--- src/rtl/core/eth_ipv4_receive_classifier_assert.svh ---
// ----------------------------------------------------------------------------
// eth_ipv4_receive_classifier assertion macros
// shared property forms for the classifier checks, clocked on clk, off in reset
// ----------------------------------------------------------------------------
`ifndef ETH_IPV4_RECEIVE_CLASSIFIER_ASSERT_SVH
`define ETH_IPV4_RECEIVE_CLASSIFIER_ASSERT_SVH

// condition implies consequence in the same cycle
`define ERC_ASSERT_SAME(label, cond, cons) \
  label: assert property (@(posedge clk) disable iff (!rst_n) (cond) |-> (cons)) \
    else $error("classifier check failed in the same cycle");

// condition implies consequence in the next cycle
`define ERC_ASSERT_NEXT(label, cond, cons) \
  label: assert property (@(posedge clk) disable iff (!rst_n) (cond) |=> (cons)) \
    else $error("classifier check failed one cycle later");

`endif

--- src/rtl/core/erc_pkg.sv ---
// ----------------------------------------------------------------------------
// erc_pkg
// types, codes and helpers shared by the ethernet/ipv4 receive classifier
// ----------------------------------------------------------------------------
package erc_pkg;

  localparam int MAX_FRAME_DEF = 2048;

  // header checksum sum covers at most 30 words of 16 bits
  localparam int IP_SUM_W = 21;

  localparam int PADDR_W = 4;
  localparam int PDATA_W = 64;

  // register index is paddr bit 3 (8 byte spacing)
  localparam logic REG_LOCAL_MAC = 1'b0;
  localparam logic REG_LOCAL_IP  = 1'b1;

  localparam logic [15:0] ETYPE_ARP  = 16'h0806;
  localparam logic [15:0] ETYPE_IPV4 = 16'h0800;

  localparam logic [7:0] PROTO_ICMP = 8'd1;
  localparam logic [7:0] PROTO_TCP  = 8'd6;
  localparam logic [7:0] PROTO_UDP  = 8'd17;

  typedef enum logic [3:0] {
    VD_SHORT       = 4'd0,
    VD_MAC_MISS    = 4'd1,
    VD_ARP         = 4'd2,
    VD_BAD_IP_HDR  = 4'd3,
    VD_BAD_IP_CSUM = 4'd4,
    VD_IP_MISS     = 4'd5,
    VD_ICMP        = 4'd6,
    VD_UDP         = 4'd7,
    VD_UDP_DROP    = 4'd8,
    VD_TCP         = 4'd9,
    VD_TCP_REJECT  = 4'd10,
    VD_OTHER_TYPE  = 4'd11,
    VD_OTHER_PROTO = 4'd12
  } erc_verdict_t;

  typedef struct packed {
    logic [7:0] frame_byte;
    logic       last_byte;
  } erc_in_t;

  typedef struct packed {
    logic [3:0]  verdict;
    logic [31:0] source_ip;
    logic [15:0] source_port;
    logic [11:0] udp_data_len;
    logic [5:0]  ip_header_len;
    logic [11:0] ip_body_len;
    logic [11:0] frame_len;
  } erc_out_t;

  // frame state captured at the last byte
  typedef struct packed {
    logic [1:0]          mac_flags;
    logic [15:0]         ethertype;
    logic [3:0]          hdr_words;
    logic [7:0]          protocol;
    logic [15:0]         ip_csum;
    logic [IP_SUM_W-1:0] ip_sum;
    logic [31:0]         src_addr;
    logic [1:0]          ip_flags;
    logic [15:0]         tcp_csum;
    logic [15:0]         udp_port;
    logic [15:0]         udp_len;
    logic [7:0]          pending;
  } erc_snap_t;

  // ones' complement fold of a 32 bit sum, then invert
  function automatic logic [15:0] fold_inv(input logic [31:0] s);
    logic [16:0] a;
    logic [16:0] c;
    a = {1'b0, s[15:0]} + {1'b0, s[31:16]};
    c = {1'b0, a[15:0]} + {16'h0000, a[16]};
    return ~c[15:0];
  endfunction

endpackage

--- src/rtl/core/eth_ipv4_receive_classifier.sv ---
// ----------------------------------------------------------------------------
// eth_ipv4_receive_classifier
// receive-side frame filter: mac, ethertype, ipv4 header, udp and tcp checks
// ----------------------------------------------------------------------------
// Takes one frame byte per cycle with a last-byte mark and gives one verdict
// word per frame. Bytes are taken back to back at one per cycle while in_stall
// is low: each byte passes an input register and then updates counters, match
// flags and the two checksum sums. At the last byte the frame state is
// captured and the verdict is worked out from that capture into the output
// register. in_stall rises only when a frame ends while the previous frame's
// capture and the output register are both held by out_stall. Bytes past
// MAX_FRAME are ignored. local_mac and local_ip sit at byte addresses 0 and 8
// of the apb port. They are to be written by the user only while no frame is in
// flight; the block itself does not enforce this.
module eth_ipv4_receive_classifier #(
  parameter int MAX_FRAME = erc_pkg::MAX_FRAME_DEF
) (
  input  logic                        clk,
  input  logic                        rst_n,
  input  logic                        in_valid,
  output logic                        in_stall,
  input  erc_pkg::erc_in_t            in_data,
  output logic                        out_valid,
  input  logic                        out_stall,
  output erc_pkg::erc_out_t           out_data,
  input  logic                        psel,
  input  logic                        penable,
  input  logic                        pwrite,
  input  logic [erc_pkg::PADDR_W-1:0] paddr,
  input  logic [erc_pkg::PDATA_W-1:0] pwdata,
  output logic [erc_pkg::PDATA_W-1:0] prdata,
  output logic                        pready
);

  localparam int CNT_W = $clog2(MAX_FRAME + 1);
  localparam int SUM_W = CNT_W + 16;

  logic [47:0]        local_mac;
  logic [31:0]        local_ip;
  logic               snap_valid;
  logic               snap_ready;
  erc_pkg::erc_snap_t snap;
  logic [CNT_W-1:0]   snap_len;
  logic [SUM_W-1:0]   snap_tcp_sum;

  erc_cfg_regs u_regs (
    .clk       (clk),
    .rst_n     (rst_n),
    .psel      (psel),
    .penable   (penable),
    .pwrite    (pwrite),
    .paddr     (paddr),
    .pwdata    (pwdata),
    .prdata    (prdata),
    .pready    (pready),
    .local_mac (local_mac),
    .local_ip  (local_ip)
  );

  erc_parse #(
    .MAX_FRAME (MAX_FRAME),
    .CNT_W     (CNT_W),
    .SUM_W     (SUM_W)
  ) u_parse (
    .clk          (clk),
    .rst_n        (rst_n),
    .in_valid     (in_valid),
    .in_stall     (in_stall),
    .in_data      (in_data),
    .local_mac    (local_mac),
    .local_ip     (local_ip),
    .snap_ready   (snap_ready),
    .snap_valid   (snap_valid),
    .snap         (snap),
    .snap_len     (snap_len),
    .snap_tcp_sum (snap_tcp_sum)
  );

  erc_verdict #(
    .CNT_W (CNT_W),
    .SUM_W (SUM_W)
  ) u_verdict (
    .clk          (clk),
    .rst_n        (rst_n),
    .snap_valid   (snap_valid),
    .snap_ready   (snap_ready),
    .snap         (snap),
    .snap_len     (snap_len),
    .snap_tcp_sum (snap_tcp_sum),
    .out_valid    (out_valid),
    .out_stall    (out_stall),
    .out_data     (out_data)
  );

`include "eth_ipv4_receive_classifier_assert.svh"

  // input backs up only behind a held capture and a held result
  `ERC_ASSERT_SAME(a_stall_cause, in_stall, snap_valid && out_valid && out_stall)
  // a capture taken by the verdict stage shows up as a result
  `ERC_ASSERT_NEXT(a_capture_to_out, snap_valid && snap_ready, out_valid)
  `ERC_ASSERT_SAME(a_verdict_range, out_valid, out_data.verdict <= erc_pkg::VD_OTHER_PROTO)
  // port and data length only carry meaning for a delivered udp datagram
  `ERC_ASSERT_SAME(a_udp_fields, out_valid && out_data.verdict != erc_pkg::VD_UDP,
                   out_data.source_port == 16'h0000 && out_data.udp_data_len == 12'h000)

endmodule

--- src/rtl/core/erc_cfg_regs.sv ---
// ----------------------------------------------------------------------------
// erc_cfg_regs
// apb register file holding the local mac and ip addresses
// ----------------------------------------------------------------------------
module erc_cfg_regs (
  input  logic                        clk,
  input  logic                        rst_n,
  input  logic                        psel,
  input  logic                        penable,
  input  logic                        pwrite,
  input  logic [erc_pkg::PADDR_W-1:0] paddr,
  input  logic [erc_pkg::PDATA_W-1:0] pwdata,
  output logic [erc_pkg::PDATA_W-1:0] prdata,
  output logic                        pready,
  output logic [47:0]                 local_mac,
  output logic [31:0]                 local_ip
);

  logic [47:0] local_mac_r;
  logic [31:0] local_ip_r;
  logic        wr_en;

  assign pready = 1'b1;
  assign wr_en  = psel & penable & pwrite;

  always_ff @(posedge clk) begin
    if (!rst_n) begin
      local_mac_r <= '0;
      local_ip_r  <= '0;
    end else if (wr_en) begin
      unique case (paddr[3])
        erc_pkg::REG_LOCAL_MAC: local_mac_r <= pwdata[47:0];
        erc_pkg::REG_LOCAL_IP:  local_ip_r  <= pwdata[31:0];
        default: ;
      endcase
    end
  end

  always_comb begin
    unique case (paddr[3])
      erc_pkg::REG_LOCAL_MAC: prdata = {16'h0000, local_mac_r};
      erc_pkg::REG_LOCAL_IP:  prdata = {32'h0000_0000, local_ip_r};
      default:                prdata = '0;
    endcase
  end

  assign local_mac = local_mac_r;
  assign local_ip  = local_ip_r;

endmodule

--- src/rtl/core/erc_parse.sv ---
// ----------------------------------------------------------------------------
// erc_parse
// input byte register and per-byte header tracking; captures frame state at end
// ----------------------------------------------------------------------------
module erc_parse #(
  parameter int MAX_FRAME = erc_pkg::MAX_FRAME_DEF,
  parameter int CNT_W     = $clog2(MAX_FRAME + 1),
  parameter int SUM_W     = CNT_W + 16
) (
  input  logic              clk,
  input  logic              rst_n,
  input  logic              in_valid,
  output logic              in_stall,
  input  erc_pkg::erc_in_t  in_data,
  input  logic [47:0]       local_mac,
  input  logic [31:0]       local_ip,
  input  logic              snap_ready,
  output logic              snap_valid,
  output erc_pkg::erc_snap_t snap,
  output logic [CNT_W-1:0]  snap_len,
  output logic [SUM_W-1:0]  snap_tcp_sum
);

  localparam int IW = erc_pkg::IP_SUM_W;

  erc_pkg::erc_in_t   inq_r;
  logic               inq_valid_r;
  logic               accept;
  logic               consume;
  logic               frame_end;

  logic [CNT_W-1:0]   cnt_r, cnt_nxt;
  logic [1:0]         macf_r, macf_nxt;
  logic [15:0]        eth_r, eth_nxt;
  logic [3:0]         hw_r, hw_nxt;
  logic [7:0]         proto_r, proto_nxt;
  logic [15:0]        ipcs_r, ipcs_nxt;
  logic [IW-1:0]      ipsum_r, ipsum_nxt;
  logic [31:0]        src_r, src_nxt;
  logic [1:0]         ipf_r, ipf_nxt;
  logic [SUM_W-1:0]   tcpsum_r, tcpsum_nxt;
  logic [15:0]        tcpcs_r, tcpcs_nxt;
  logic [15:0]        uport_r, uport_nxt;
  logic [15:0]        ulen_r, ulen_nxt;
  logic [7:0]         pend_r, pend_nxt;

  erc_pkg::erc_snap_t snap_r, snap_nxt;
  logic               snap_valid_r;
  logic [CNT_W-1:0]   snap_len_r;
  logic [SUM_W-1:0]   snap_tcp_sum_r;

  logic [7:0]         b;
  logic [CNT_W-1:0]   o;
  logic [CNT_W-1:0]   t;
  logic [3:0]         hw_cur;
  logic [5:0]         hdr;
  logic [15:0]        word;
  logic [7:0]         mac_byte;
  logic [7:0]         ip_byte;

  // a frame end can only leave when the capture slot is free
  assign consume   = inq_valid_r & (~inq_r.last_byte | ~snap_valid_r | snap_ready);
  assign in_stall  = inq_valid_r & ~consume;
  assign accept    = in_valid & ~in_stall;
  assign frame_end = consume & inq_r.last_byte;

  assign b      = inq_r.frame_byte;
  assign o      = cnt_r - CNT_W'(14);
  assign hw_cur = (cnt_r == CNT_W'(14)) ? b[3:0] : hw_r;
  assign hdr    = {hw_cur, 2'b00};
  assign t      = o - CNT_W'(hdr);

  always_comb begin
    case (cnt_r[2:0])
      3'd0:    mac_byte = local_mac[47:40];
      3'd1:    mac_byte = local_mac[39:32];
      3'd2:    mac_byte = local_mac[31:24];
      3'd3:    mac_byte = local_mac[23:16];
      3'd4:    mac_byte = local_mac[15:8];
      3'd5:    mac_byte = local_mac[7:0];
      default: mac_byte = 8'h00;
    endcase
  end

  always_comb begin
    case (o[1:0])
      2'd0:    ip_byte = local_ip[31:24];
      2'd1:    ip_byte = local_ip[23:16];
      2'd2:    ip_byte = local_ip[15:8];
      default: ip_byte = local_ip[7:0];
    endcase
  end

  always_comb begin
    cnt_nxt    = cnt_r;
    macf_nxt   = macf_r;
    eth_nxt    = eth_r;
    hw_nxt     = hw_r;
    proto_nxt  = proto_r;
    ipcs_nxt   = ipcs_r;
    ipsum_nxt  = ipsum_r;
    src_nxt    = src_r;
    ipf_nxt    = ipf_r;
    tcpsum_nxt = tcpsum_r;
    tcpcs_nxt  = tcpcs_r;
    uport_nxt  = uport_r;
    ulen_nxt   = ulen_r;
    pend_nxt   = pend_r;
    word       = '0;
    // bytes past the frame limit are dropped
    if (cnt_r < CNT_W'(MAX_FRAME)) begin
      cnt_nxt = cnt_r + CNT_W'(1);
      if (cnt_r < CNT_W'(6)) begin
        if (b != mac_byte) macf_nxt[0] = 1'b0;
        if (b != 8'hFF)    macf_nxt[1] = 1'b0;
      end else if (cnt_r < CNT_W'(14)) begin
        if (cnt_r >= CNT_W'(12)) eth_nxt = {eth_r[7:0], b};
      end else begin
        hw_nxt = hw_cur;
        if (o == CNT_W'(9)) proto_nxt = b;
        if (o == CNT_W'(10) || o == CNT_W'(11)) ipcs_nxt = {ipcs_r[7:0], b};
        if (o >= CNT_W'(12) && o < CNT_W'(16)) src_nxt = {src_r[23:0], b};
        if (o >= CNT_W'(16) && o < CNT_W'(20)) begin
          if (b != ip_byte) ipf_nxt[0] = 1'b0;
          if (b != 8'hFF)   ipf_nxt[1] = 1'b0;
        end
        if (o < CNT_W'(hdr)) begin
          // checksum field itself is summed as zero
          if (!o[0]) begin
            pend_nxt = (o == CNT_W'(10)) ? 8'h00 : b;
          end else begin
            word      = {pend_r, (o == CNT_W'(11)) ? 8'h00 : b};
            ipsum_nxt = ipsum_r + IW'(word);
            // source and destination address feed the pseudo-header
            if (o >= CNT_W'(12) && o < CNT_W'(20)) tcpsum_nxt = tcpsum_r + SUM_W'(word);
          end
        end else if (hdr >= 6'd20) begin
          if (t < CNT_W'(2)) uport_nxt = {uport_r[7:0], b};
          if (t == CNT_W'(4) || t == CNT_W'(5)) ulen_nxt = {ulen_r[7:0], b};
          if (t == CNT_W'(16) || t == CNT_W'(17)) tcpcs_nxt = {tcpcs_r[7:0], b};
          if (!t[0]) begin
            pend_nxt = (t == CNT_W'(16)) ? 8'h00 : b;
          end else begin
            word       = {pend_r, (t == CNT_W'(17)) ? 8'h00 : b};
            tcpsum_nxt = tcpsum_r + SUM_W'(word);
          end
        end
      end
    end
  end

  assign snap_nxt = '{
    mac_flags: macf_nxt,
    ethertype: eth_nxt,
    hdr_words: hw_nxt,
    protocol:  proto_nxt,
    ip_csum:   ipcs_nxt,
    ip_sum:    ipsum_nxt,
    src_addr:  src_nxt,
    ip_flags:  ipf_nxt,
    tcp_csum:  tcpcs_nxt,
    udp_port:  uport_nxt,
    udp_len:   ulen_nxt,
    pending:   pend_nxt
  };

  always_ff @(posedge clk) begin
    if (!rst_n) begin
      inq_valid_r  <= 1'b0;
      snap_valid_r <= 1'b0;
      cnt_r        <= '0;
      macf_r       <= 2'b11;
      eth_r        <= '0;
      hw_r         <= '0;
      proto_r      <= '0;
      ipcs_r       <= '0;
      ipsum_r      <= '0;
      src_r        <= '0;
      ipf_r        <= 2'b11;
      tcpsum_r     <= '0;
      tcpcs_r      <= '0;
      uport_r      <= '0;
      ulen_r       <= '0;
      pend_r       <= '0;
    end else begin
      if (accept) begin
        inq_valid_r <= 1'b1;
      end else if (consume) begin
        inq_valid_r <= 1'b0;
      end
      if (frame_end) begin
        snap_valid_r <= 1'b1;
      end else if (snap_ready) begin
        snap_valid_r <= 1'b0;
      end
      if (frame_end) begin
        cnt_r    <= '0;
        macf_r   <= 2'b11;
        eth_r    <= '0;
        hw_r     <= '0;
        proto_r  <= '0;
        ipcs_r   <= '0;
        ipsum_r  <= '0;
        src_r    <= '0;
        ipf_r    <= 2'b11;
        tcpsum_r <= '0;
        tcpcs_r  <= '0;
        uport_r  <= '0;
        ulen_r   <= '0;
        pend_r   <= '0;
      end else if (consume) begin
        cnt_r    <= cnt_nxt;
        macf_r   <= macf_nxt;
        eth_r    <= eth_nxt;
        hw_r     <= hw_nxt;
        proto_r  <= proto_nxt;
        ipcs_r   <= ipcs_nxt;
        ipsum_r  <= ipsum_nxt;
        src_r    <= src_nxt;
        ipf_r    <= ipf_nxt;
        tcpsum_r <= tcpsum_nxt;
        tcpcs_r  <= tcpcs_nxt;
        uport_r  <= uport_nxt;
        ulen_r   <= ulen_nxt;
        pend_r   <= pend_nxt;
      end
    end
  end

  always_ff @(posedge clk) begin
    if (accept) begin
      inq_r <= in_data;
    end
    if (frame_end) begin
      snap_r         <= snap_nxt;
      snap_len_r     <= cnt_nxt;
      snap_tcp_sum_r <= tcpsum_nxt;
    end
  end

  assign snap_valid   = snap_valid_r;
  assign snap         = snap_r;
  assign snap_len     = snap_len_r;
  assign snap_tcp_sum = snap_tcp_sum_r;

endmodule

--- src/rtl/core/erc_verdict.sv ---
// ----------------------------------------------------------------------------
// erc_verdict
// turns captured frame state into a verdict word held in the output register
// ----------------------------------------------------------------------------
module erc_verdict #(
  parameter int CNT_W = $clog2(erc_pkg::MAX_FRAME_DEF + 1),
  parameter int SUM_W = CNT_W + 16
) (
  input  logic               clk,
  input  logic               rst_n,
  input  logic               snap_valid,
  output logic               snap_ready,
  input  erc_pkg::erc_snap_t snap,
  input  logic [CNT_W-1:0]   snap_len,
  input  logic [SUM_W-1:0]   snap_tcp_sum,
  output logic               out_valid,
  input  logic               out_stall,
  output erc_pkg::erc_out_t  out_data
);

  localparam int SW = SUM_W + 1;

  logic              out_valid_r;
  erc_pkg::erc_out_t out_r, res;
  logic              load;

  logic [5:0]        hdr;
  logic [CNT_W-1:0]  rem;
  logic [CNT_W-1:0]  ipp;
  logic [SW-1:0]     tcp_s;
  logic [15:0]       udp_a;
  logic [15:0]       udp_room;
  logic [15:0]       udp_min;
  logic              ip_csum_ok;
  logic              tcp_csum_ok;

  assign snap_ready = ~out_valid_r | ~out_stall;
  assign load       = snap_valid & snap_ready;

  assign hdr      = {snap.hdr_words, 2'b00};
  assign rem      = snap_len - CNT_W'(14);
  assign ipp      = rem - CNT_W'(hdr);
  assign udp_a    = snap.udp_len - 16'd8;
  assign udp_room = 16'(ipp) - 16'd8;
  assign udp_min  = (udp_a > udp_room) ? udp_room : udp_a;

  // pseudo-header: protocol and segment length, odd tail byte padded
  assign tcp_s = SW'(snap_tcp_sum) + SW'(erc_pkg::PROTO_TCP) + SW'(ipp)
               + (ipp[0] ? SW'({snap.pending, 8'h00}) : SW'(0));

  assign ip_csum_ok  = erc_pkg::fold_inv(32'(snap.ip_sum)) == snap.ip_csum;
  assign tcp_csum_ok = erc_pkg::fold_inv(32'(tcp_s)) == snap.tcp_csum;

  always_comb begin
    res           = '0;
    res.frame_len = 12'(snap_len);
    if (snap_len < CNT_W'(14)) begin
      res.verdict = erc_pkg::VD_SHORT;
    end else if (snap.mac_flags == 2'b00) begin
      res.verdict = erc_pkg::VD_MAC_MISS;
    end else if (snap.ethertype == erc_pkg::ETYPE_ARP) begin
      res.verdict = erc_pkg::VD_ARP;
    end else if (snap.ethertype != erc_pkg::ETYPE_IPV4) begin
      res.verdict = erc_pkg::VD_OTHER_TYPE;
    end else if (rem < CNT_W'(20) || snap.hdr_words < 4'd5 || rem < CNT_W'(hdr)) begin
      res.verdict = erc_pkg::VD_BAD_IP_HDR;
    end else begin
      res.source_ip     = snap.src_addr;
      res.ip_header_len = hdr;
      res.ip_body_len   = 12'(ipp);
      if (!ip_csum_ok) begin
        res.verdict = erc_pkg::VD_BAD_IP_CSUM;
      end else if (snap.ip_flags == 2'b00) begin
        res.verdict = erc_pkg::VD_IP_MISS;
      end else if (snap.protocol == erc_pkg::PROTO_ICMP) begin
        res.verdict = erc_pkg::VD_ICMP;
      end else if (snap.protocol == erc_pkg::PROTO_UDP) begin
        // both the stated and the present data length must be positive
        if (ipp > CNT_W'(8) && snap.udp_len > 16'd8) begin
          res.verdict      = erc_pkg::VD_UDP;
          res.udp_data_len = udp_min[11:0];
          res.source_port  = snap.udp_port;
        end else begin
          res.verdict = erc_pkg::VD_UDP_DROP;
        end
      end else if (snap.protocol == erc_pkg::PROTO_TCP) begin
        if (ipp < CNT_W'(20) || !tcp_csum_ok) begin
          res.verdict = erc_pkg::VD_TCP_REJECT;
        end else begin
          res.verdict = erc_pkg::VD_TCP;
        end
      end else begin
        res.verdict = erc_pkg::VD_OTHER_PROTO;
      end
    end
  end

  always_ff @(posedge clk) begin
    if (!rst_n) begin
      out_valid_r <= 1'b0;
    end else if (load) begin
      out_valid_r <= 1'b1;
    end else if (!out_stall) begin
      out_valid_r <= 1'b0;
    end
  end

  always_ff @(posedge clk) begin
    if (load) begin
      out_r <= res;
    end
  end

  assign out_valid = out_valid_r;
  assign out_data  = out_r;

endmodule
--- config.mk ---
export PLATFORM = sky130hd
export DESIGN_NAME = eth_ipv4_receive_classifier
export DESIGN_NICKNAME = d
export VERILOG_FILES = /design/src/rtl/core/erc_pkg.sv /design/src/rtl/core/eth_ipv4_receive_classifier.sv /design/src/rtl/core/erc_cfg_regs.sv /design/src/rtl/core/erc_parse.sv /design/src/rtl/core/erc_verdict.sv
export VERILOG_INCLUDE_DIRS = /design/src /design/src/rtl/core
export SDC_FILE = /design/constraint.sdc
export NUM_CORES = 1
export LEC_CHECK = 0
export BUFFER_PORTS_ARGS = -buffer_cell sky130_fd_sc_hd__buf_2
export CAP_MARGIN = 25
export CORE_MARGIN = 4
export CORE_UTILIZATION = 40
export DETAILED_ROUTE_END_ITERATION = 7
export PLACE_DENSITY = 0.59
export SYNTH_ARGS = -nofsm -noshare
export SYNTH_HDL_FRONTEND = slang
export SYNTH_SLANG_ARGS = --single-unit
--- constraint.sdc ---
create_clock -name clk -period 8.9 [get_ports clk]
set_input_delay 0.445 -clock clk [delete_from_list [all_inputs] [get_ports clk]]
set_output_delay 0.445 -clock clk [all_outputs]
set_load 0.05 [all_outputs]
Word-level counts from Yosys, hierarchy flattened --
Cells that the tools add are included.
Storage, ports and cells: word-level logic and storage cells 251, bits in registers 580, output and inout port bits 161, input port bits 84
Cells by class: bitwise logic cells 23, eq/ne operators 26, order comparisons 19, reductions and logical operators 25, muxes and demuxes 95, add/subtract/negate cells 17
Operator list (number):
- 2-to-1 mux 16 bit | 27
- 2-to-1 mux 28 bit | 8
- 2-to-1 mux 32 bit | 4
- one-hot mux 64 bit (2 select lines) | 1
- 2-to-1 mux 8 bit | 15
- 2-to-1 mux 21 bit | 5
- adder 28 x 16 -> 28 bit | 2
- == test 12 x 4 -> 1 bit, second input constant | 4
- less-than comparator 12 x 5 -> 1 bit, second input constant | 4
- 2-to-1 mux 4 bit | 12
- one-hot mux 8 bit (6 select lines) | 1
- adder 16 x 1 -> 16 bit | 2
- == test 16 bit | 2
- NOT 16 bit | 2
- adder 28 x 3 -> 29 bit, second input constant | 1
- adder 29 x 12 -> 29 bit | 1
- adder 29 bit | 1
- == test 12 x 3 -> 1 bit, second input constant | 2
- == test 12 x 5 -> 1 bit, second input constant | 2
- >= comparator 12 x 4 -> 1 bit, second input constant | 2
- less-than comparator 12 x 4 -> 1 bit, second input constant | 2
- less-than comparator 12 x 6 -> 1 bit | 2
- 2-to-1 mux 12 bit | 2
- one-hot mux 8 bit (3 select lines) | 1
- other kinds (47) | 100

Logic depth before layout (Yosys ltp) --
Gate-level depths: netlist of run 1.
depth after elaboration 20, depth in mapped cells 42, mapped depth without buffers 41

Cells and area by module --
Synthesis of run 1 repeated with hierarchy kept, for this count alone.
Second synthesis, totals: cells, all modules 3350, area total of the unflattened synthesis 32976.6 um^2
By module, submodules not included:
- erc_parse | cells each 2053, instances 1, sequential area each 10169.8 um^2, area each 20721.1 um^2
- erc_verdict | cells each 912, instances 1, sequential area each 2782.7 um^2, area each 8633.3 um^2
- erc_cfg_regs | cells each 385, instances 1, sequential area each 1601.5 um^2, area each 3622.2 um^2

Worst setup path before layout of run 1 --
Ideal clock, no wire load.
path kind register -> register, start point register u_parse.snap_len_r[1] (netlist: u_parse.snap_len[1]), end point register u_verdict.out_r, in the netlist u_verdict.out_data[90], data pin, path buffers 1, setup time 0.145 ns, data required time 8.755 ns, data arrival time 9.053 ns, period minus slack after synthesis 9.197 ns, setup slack -0.297 ns, stages on the path, launching flop included 41, cell sequence edfxtp_1 -> ha_1 -> xor2_1 -> ha_1 -> nor2b_1 -> o21ai_0 -> a21boi_0 -> nor4_1 -> xnor2_1 -> inv_1 -> fa_1 -> inv_1 -> ha_1 -> clkbuf_1 -> a2111oi_0 -> nor3b_1 -> o31ai_1 -> a21o_1 -> [5 not listed] -> xnor2_1 -> ha_1 -> a21o_1 -> a311oi_1 -> nor4_1 -> o311ai_0 -> a211oi_1 -> and3_1 -> ha_1 -> and3_1 -> nand4b_1 -> nor4_1 -> nand3_1 -> xnor2_1 -> a2111oi_0 -> o2111ai_1 -> or3_1 -> o21ai_1
Between the ends: cells in the longest elaborated chain, start to end 20, elaborated cells between the ends (all ways) 29, those cells by class add/sub: 6; order compare: 5; eq/ne: 1; mux: 11; bitwise: 1; reduce/logical: 5
Ends and longest elaborated chain:
- start: declaration | line erc_parse.sv:49 | logic [CNT_W-1:0] snap_len_r;
- start signal: assignment | line erc_parse.sv:236 | snap_len_r <= cnt_nxt;
- subtractor 12 x 4 -> 12 bit | line erc_verdict.sv:41 | assign rem = snap_len - CNT_W'(14);
- subtractor 12 x 6 -> 12 bit | line erc_verdict.sv:42 | assign ipp = rem - CNT_W'(hdr);
- adder 29 x 12 -> 29 bit | line erc_verdict.sv:48 | assign tcp_s = SW'(snap_tcp_sum) + SW'(erc_pkg::PROTO_TCP) + SW'(ipp)
- adder 29 bit | line erc_verdict.sv:49 | + (ipp[0] ? SW'({snap.pending, 8'h00}) : SW'(0));
- adder 16 x 13 -> 17 bit | line erc_pkg.sv:77 | a = {1'b0, s[15:0]} + {1'b0, s[31:16]};
- adder 16 x 1 -> 16 bit | line erc_pkg.sv:78 | c = {1'b0, a[15:0]} + {16'h0000, a[16]};
- NOT 16 bit | line erc_pkg.sv:79 | return ~c[15:0];
- == test 16 bit | line erc_verdict.sv:52 | assign tcp_csum_ok = erc_pkg::fold_inv(32'(tcp_s)) == snap.tcp_csum;
- [4 not listed]
- 2-to-1 mux 4 bit | line erc_verdict.sv:77 | end else if (snap.protocol == erc_pkg::PROTO_UDP) begin
- 2-to-1 mux 4 bit | line erc_verdict.sv:75 | end else if (snap.protocol == erc_pkg::PROTO_ICMP) begin
- 2-to-1 mux 4 bit | line erc_verdict.sv:73 | end else if (snap.ip_flags == 2'b00) begin
- 2-to-1 mux 4 bit | line erc_verdict.sv:71 | if (!ip_csum_ok) begin
- 2-to-1 mux 4 bit | line erc_verdict.sv:65 | end else if (rem < CNT_W'(20) || snap.hdr_words < 4'd5 || rem < CNT_W'(hdr)) begin
- 2-to-1 mux 4 bit | line erc_verdict.sv:63 | end else if (snap.ethertype != erc_pkg::ETYPE_IPV4) begin
- 2-to-1 mux 2 bit | line erc_verdict.sv:61 | end else if (snap.ethertype == erc_pkg::ETYPE_ARP) begin
- 2-to-1 mux 1 bit | line erc_verdict.sv:59 | end else if (snap.mac_flags == 2'b00) begin
- end signal: assignment | line erc_verdict.sv:110 | out_r <= res;
- end: declaration | line erc_verdict.sv:24 | erc_pkg::erc_out_t out_r, res;
Parallel ways exist; a longest one is shown, timed or not. A chain may end at the register's enable or synchronous reset.

Worst setup path in the final report of run 1 --
start point register u_parse.snap_len_r[1] (netlist: u_parse.snap_len[1]), end point register u_verdict.out_r, in the netlist u_verdict.out_data[90], data pin
Between the ends: cells in the longest elaborated chain, start to end 20, elaborated cells between the ends (all ways) 29, those cells by class add/sub: 6; order compare: 5; eq/ne: 1; mux: 11; bitwise: 1; reduce/logical: 5
Ends and longest elaborated chain:
- subtractor 12 x 4 -> 12 bit * | line erc_verdict.sv:41
- subtractor 12 x 6 -> 12 bit * | line erc_verdict.sv:42
- via u_verdict.ipp[6] | line erc_verdict.sv:29 | logic [CNT_W-1:0] ipp;
- adder 29 x 12 -> 29 bit | line erc_verdict.sv:48
- adder 29 bit | line erc_verdict.sv:49
- adder 16 x 13 -> 17 bit | line erc_pkg.sv:77
- adder 16 x 1 -> 16 bit | line erc_pkg.sv:78
- NOT 16 bit | line erc_pkg.sv:79
- [5 not listed]
- 2-to-1 mux 4 bit * | line erc_verdict.sv:77
- 2-to-1 mux 4 bit * | line erc_verdict.sv:75
- 2-to-1 mux 4 bit * | line erc_verdict.sv:73
- 2-to-1 mux 4 bit * | line erc_verdict.sv:71
- 2-to-1 mux 4 bit * | line erc_verdict.sv:65
- 2-to-1 mux 4 bit * | line erc_verdict.sv:63
- 2-to-1 mux 2 bit * | line erc_verdict.sv:61
- 2-to-1 mux 1 bit * | line erc_verdict.sv:59
Mark *: on every way through the listed nets, which the timed path passes. The rest lies on a longest branch.

==> impl_metrics.toml, run 1 <==
[clocking]
cts_max_level = 3
cts_tree = "built"
worstSkewPairLatency_ns = 0.61
cts_sinks = 578
clockRootBuffer = "clkbuf_16"
cts_buffer_depth = 3
cts.clk_slew.worst_paths_ns = 0.06
cts_made_buffers = 68

[timing]
skew_ns = 0.03834
hold_slack_ns = 0.05316
fmax_mhz = 113.9
slew_violations = 0
min_period_over_period_pct = 98.66
slew_headroom_pct = 29.16
finalHoldViolCount = 0
finalSetupTns_ns = 0
rsz0062_at_grt = "yes"
tightest_slew_ns = 1.059
finalSetupViolations = 0
period_needed_ns = 8.781
timing.final.ws_setup_ns = 0.1192

[final_layout]
drive_gt1_share_pct = 19.70
area_growth_pct = 16.89
fin_nets = 3793
final_cell_mix = "nand2_1 (512), edfxtp_1 (298), dfxtp_1 (280), buf_2 (206), nor2_1 (202)"
final_common_cell = "nand2_1"
fin_util_pct = 47.42
finish.instance_area_mm2 = 0.03771
final_cells = 4676

[power]
switching_share_pct = 24.08
power.total_mw = 6.220
peakVddDrop_mv = 0.1241
pwr-share-seq_pct = 46.0
p_leak_nw = 14.99
p_sw_mw = 1.498
clkPwrFrac_pct = 46.4
p_int_mw = 4.722
pwr_density_cell_mw_per_mm2 = 164.9
combPwrFrac_pct = 7.6

[outcome]
run_status = "complete, no violations"

[synthesis]
synth_warnings = 0
synthFlopType = "edfxtp_1"
yosysSeqAreaShare_pct = 45.11
async_flop_share_pct = 0
synth_cells = 3340
synth_cell_types = 91
ys_seq_elements = 578
syn_area_mm2 = 0.03226
syn_avg_cell_area_um2 = 9.659
synth_edf_count = 298

[placed_design]
port_buffers = 206
gp_congestion = 0.9096
dp_hpwl_mm = 63.20
place_ws_ns = -0.1647
dp_cells = 4517
dpl-instance-area_mm2 = 0.03472

[floorplan]
start_util_pct = 40.57
core_mm2 = 0.07952
pin_count = 245
row_count = 103
dieArea_mm2 = 0.08526
die_w_um = 292.0
die_y_um = 292.0

[critical_path]
crit_required_ns = 9.36
r2r_start = "u_parse.snap_len[1]"
crit_type = "flip-flop to flip-flop"
cp.arrival_ns = 9.24
critical_path.max_fanout = 9
crit_path_start_kind = "flip-flop"
timing.rr.end = "u_verdict.out_data[90]"
cp_common_cell = "buf_4"
reg2regPathDepth = 43
cp_slowest_cell = "or3b_4"
reg2reg_slack_ns = 0.12
cpPeakStageDelay_ns = 0.42
endpoint_kind = "flip-flop"

[worst_hold_path]
holdPathStages = 2
worst_hold_startpoint = "in_valid"
hold_class = "input pin to flip-flop"
holdPathEnd = "u_parse.inq_valid_r"

[drt]
wl_per_cell_um = 19.75
first_pass_iters = 6
drc = 0
vias_per_cell = 5.415
drt_wl_total_mm = 92.36
antenna_left = 0
via_count = 25320
drt_iter0_markers = 2062

[global_routing]
grt_max_degree = 90
grt_pass1_vias = 24134
track_usage_pct = 20.72
grt_first_pass_wirelength_mm = 140.9
gr-total-overflow = 0
antenna_found_initial = 9

[run]
maxCapViolations = 0
## what timing repair did
action,CTS,global route
buffers inserted,11,13
hold endpoints to repair,9,0
pin swaps,9,31
gates resized for setup,11,60
gates cloned,0,0
setup endpoints to repair,2,2
hold buffers,9,0
## how the worst max path moves through the flow
stage	endpoint	slack, ns	from	cells after the start
global route	u_verdict.out_data[90]	-0.34	u_parse.snap_len[1]	41
global placement	u_verdict.out_data[90]	-0.13	u_parse.snap_len[1]	40
detailed placement	u_verdict.out_data[90]	-0.16	u_parse.snap_len[1]	40
CTS	u_verdict.out_data[90]	0.01	u_parse.snap_len[1]	40
finish	u_verdict.out_data[90]	0.12	u_parse.snap_len[1]	43
floorplan	u_verdict.out_data[90]	0.007	u_parse.snap_len[1]	41
## power by group through the flow
stage	combinational, mW	sequential, mW	clock (mW)
2_1_floorplan	0.270	2.95	0
3_3_place_gp	0.455	2.92	0
3_5_place_dp	0.455	2.92	0
4_1_cts	0.462	2.86	2.96
5_1_grt	0.508	2.86	3.06
6_report	0.471	2.86	2.89
## cells in the mapped netlist, drive strengths merged, types with 8 or more instances
master	number	share of area [%]
or3	26	0.50
o21bai	8	0.20
or4	10	0.23
buf	48	0.84
a222oi	14	0.43
or2	12	0.23
mux2i	39	1.2
and2	93	1.8
a2111oi	10	0.33
o21ai	104	1.6
nor3b	8	0.19
a22o	10	0.27
nand2	518	6.0
a221oi	8	0.24
nor3	70	1.1
a211o	11	0.30
ha	127	4.9
a21o	36	0.84
nand2b	47	0.91
inv	92	1.1
edfxtp	298	28
nor2b	43	0.83
nor4	24	0.58
nand4	35	0.68
o211ai	14	0.33
xor2	84	2.3
clkbuf	157	1.8
a21oi	195	3.0
fa	11	0.68
a21boi	95	2.2
xnor2	124	3.4
o21a	31	0.72
nand3b	11	0.26
o211a	37	1.1
a31oi	12	0.23
and3	31	0.60
a211oi	22	0.53
dfxtp	280	17
nor2	204	2.4
o31ai	14	0.33
mux2	171	6.0
nand3	61	0.95
## state kept, by name, indices dropped and copies added, names as in the netlist, 16 cells and up
register	cells
u_parse.tcpcs_r	16
u_parse.ipsum_r	21
u_parse.ulen_r	16
u_parse.eth_r	16
u_parse.snap_tcp_sum	28
u_verdict.out_data	92
u_parse.src_r	32
u_parse.snap	157
u_parse.ipcs_r	16
u_regs.local_mac	48
u_parse.tcpsum_r	28
u_parse.uport_r	16
u_regs.local_ip	32
## cell families (layout without fill, tap and decap cells)
kind of cell,after synthesis,count (layout),share of synthesized area [%]
other,2,21,0.02328
XOR/XNOR,209,209,5.717
AO/OA/AOI/OAI,683,683,14.49
flip-flops,578,578,45.12
multiplexers,210,210,7.179
adder cells (fa/ha/maj),138,138,5.608
buffers and inverters,297,564,3.735
AND/OR/NAND/NOR,1223,1223,18.13
## per-layer routing
metal / track usage (%) / vias up / share of wire (%)
li1: - / 12346 / -
met1: 28.95 / 12128 / 46
met2: 33.76 / 710 / 46
met3: 2.951 / 136 / 6.0
met4: 5.583 / 0 / 2.3
met5: 0 / - / 0
## layout make-up
cell class | count | area (um2)
fill | 7475 | 41810
sequential | 578 | 14550
antenna | 2 | 5.005
clock inverter | 31 | 389.1
tap | 1050 | 1314
clock buffer | 92 | 1936
inverter | 92 | 352.8
multi-input combinational | 2482 | 17010
timing repair buffer | 349 | 2151
## critical path: cells and delay by family, from the launching register on
| family | cells | cell delay [ns] |
|---|---|---|
| XOR/XNOR | 4 | 0.67 |
| AO/OA/AOI/OAI | 12 | 2.61 |
| adder cells (fa/ha/maj) | 4 | 1.18 |
| flip-flops | 1 | 0.37 |
| AND/OR/NAND/NOR | 10 | 1.98 |
| buffers and inverters | 13 | 1.80 |
(Power assumes the default switching activity.)
==> run 2: changes to the inputs <==
CORE_MARGIN = 1.5   (was 4)
HOLD_SLACK_MARGIN = 0.06   (was unset)
PLACE_DENSITY = unset   (was 0.59)
PLACE_DENSITY_LB_ADDON = 0.25   (was unset)
==> impl_metrics.toml, run 2 (synthesized netlist as in run 1, its figures left out) <==
[outcome]
run_status = "complete, but fails checks"
violations = "setup timing"

[power]
pwr_density_cell_mw_per_mm2 = 160.2
peakVddDrop_mv = 0.1162
p_leak_nw = 14.97

[drt]
wl_met2_mm = 42.22
via_count = 25236
maxUsedRoutingLayer = "met5"
antenna_left = 0
wl_per_cell_um = 19.37
vias_per_cell = 5.388
drt_wl_total_mm = 90.71
drt_iter0_markers = 2179
drc = 0
wl_met1_mm = 41.83
wl_met3_mm = 5.119
first_pass_iters = 6

[floorplan]
die_w_um = 287.0
start_util_pct = 40.64
pin_count = 245
die_y_um = 287.0
core_mm2 = 0.07939
row_count = 103
dieArea_mm2 = 0.08236

[clocking]
cts_tree = "built"
worstSkewPairLatency_ns = 0.62
clockRootBuffer = "clkbuf_16"
cts.clk_slew.worst_paths_ns = 0.06
cts_buffer_depth = 3
cts_max_level = 3
cts_sinks = 578
cts_made_buffers = 66

[worst_hold_path]
holdPathEnd = "u_regs.local_mac[30]"
holdPathStages = 3
worst_hold_startpoint = "pwdata[30]"
hold_class = "input pin to flip-flop"

[timing]
min_period_over_period_pct = 100.4
slew_violations = 0
timing.final.ws_setup_ns = -0.03675
rsz0062_at_grt = "yes"
fmax_mhz = 111.9
hold_slack_ns = 0.08830
finalHoldViolCount = 0
slew_headroom_pct = 31.61
finalSetupTns_ns = -0.03675
skew_ns = 0.03402
finalSetupViolations = 1
tightest_slew_ns = 1.023
period_needed_ns = 8.937

[global_routing]
grt_pass1_vias = 24112
grt_max_degree = 132
grt_first_pass_wirelength_mm = 139.8
gr-total-overflow = 0
track_usage_pct = 21.64
antenna_found_initial = 8

[run]
maxCapViolations = 0

[critical_path]
cpPeakStageDelay_ns = 0.49
r2r_start = "u_parse.snap_len[1]"
endpoint_kind = "flip-flop"
crit_path_start_kind = "flip-flop"
cp.arrival_ns = 9.40
reg2regPathDepth = 42
crit_type = "flip-flop to flip-flop"
reg2reg_slack_ns = -0.04
cp_slowest_cell = "fa_1"
cp_common_cell = "buf_6"
critical_path.max_fanout = 7
timing.rr.end = "u_verdict.out_data[90]"
crit_required_ns = 9.37

[placed_design]
port_buffers = 206
dp_cells = 4526
gp_congestion = 0.9604
dp_hpwl_mm = 62.05

[final_layout]
final_cells = 4684
fin_nets = 3803
final_common_cell = "nand2_1"
area_growth_pct = 16.79
final_cell_mix = "nand2_1 (512), edfxtp_1 (298), dfxtp_1 (280), buf_2 (206), nor2_1 (202)"
largest_reg_flops = 157
drive_gt1_share_pct = 19.41
fin_util_pct = 47.46
[run 2: changes by cell type in the layout (fill, tap and decap cells not counted), sizes merged]
cell / previous run / this run
dlygate4sd3: 9 / 21
clkinvlp: 3 / 5
diode: 2 / 1
clkinv: 17 / 11
inv: 96 / 101
clkbuf: 92 / 93
bufinv: 7 / 2
[run 2: what timing repair did]
item	CTS	global route
hold buffers	21	0
hold endpoints to repair	21	0
setup endpoints to repair	2	2
resized for setup	17	55
pin swaps	9	43
buffers inserted	5	10
cloned	0	0
[run 2: worst max-delay path, delay by kind of cell, from the launching register on]
family,cells,cell delay [ns]
AO/OA/AOI/OAI,15,3.13
buffers and inverters,6,0.78
adder cells (fa/ha/maj),6,1.52
XOR/XNOR,3,0.36
flip-flops,1,0.40
AND/OR/NAND/NOR,12,2.61
[run 2: power breakdown]
group	switching, mW	total, mW	internal [mW]
registers	0.0248	2.86	2.83
clock network	1.14	2.70	1.56
logic	0.326	0.474	0.149
[run 2: metal layers]
metal / global-route usage [%] / vias to the layer above
met5: 0 / -
met4: 5.382 / 4
met3: 2.992 / 102
met2: 35.27 / 636
met1: 30.21 / 12124
li1: - / 12370
[run 2: layout make-up]
cell class	instances	area, um2
diodes	1	2.502
clock buffers	93	1887
clock inverters	27	257.7
fillers	7615	41710
inverters	92	352.8
multi-input cells	2482	17010
flip-flops and latches	578	14550
well taps	1050	1314
repair buffers	361	2302
[run 2: worst max path at each step]
stage	slack, ns	endpoint	startpoint
global route	-0.44	u_verdict.out_data[90]	u_parse.snap_len[2]
floorplan	0.007	u_verdict.out_data[90]	u_parse.snap_len[1]
CTS	0.01	u_verdict.out_data[90]	u_parse.snap_len[1]
finish	-0.04	u_verdict.out_data[90]	u_parse.snap_len[1]
global placement	-0.23	u_verdict.out_data[90]	u_parse.snap_len[1]
detailed placement	-0.32	u_verdict.out_data[90]	u_parse.snap_len[1]
[run 2: through the flow]
stage	instance area (um2)	total power [mW]	worst slack, ns
after global placement	34790	3.369	-0.2283
after floorplan	32350	3.224	0.007293
after global routing	37670	6.251	-0.4408
final	37680	6.038	-0.03675
after CTS	37250	6.097	0.01446
after detailed placement	34790	3.371	-0.3193
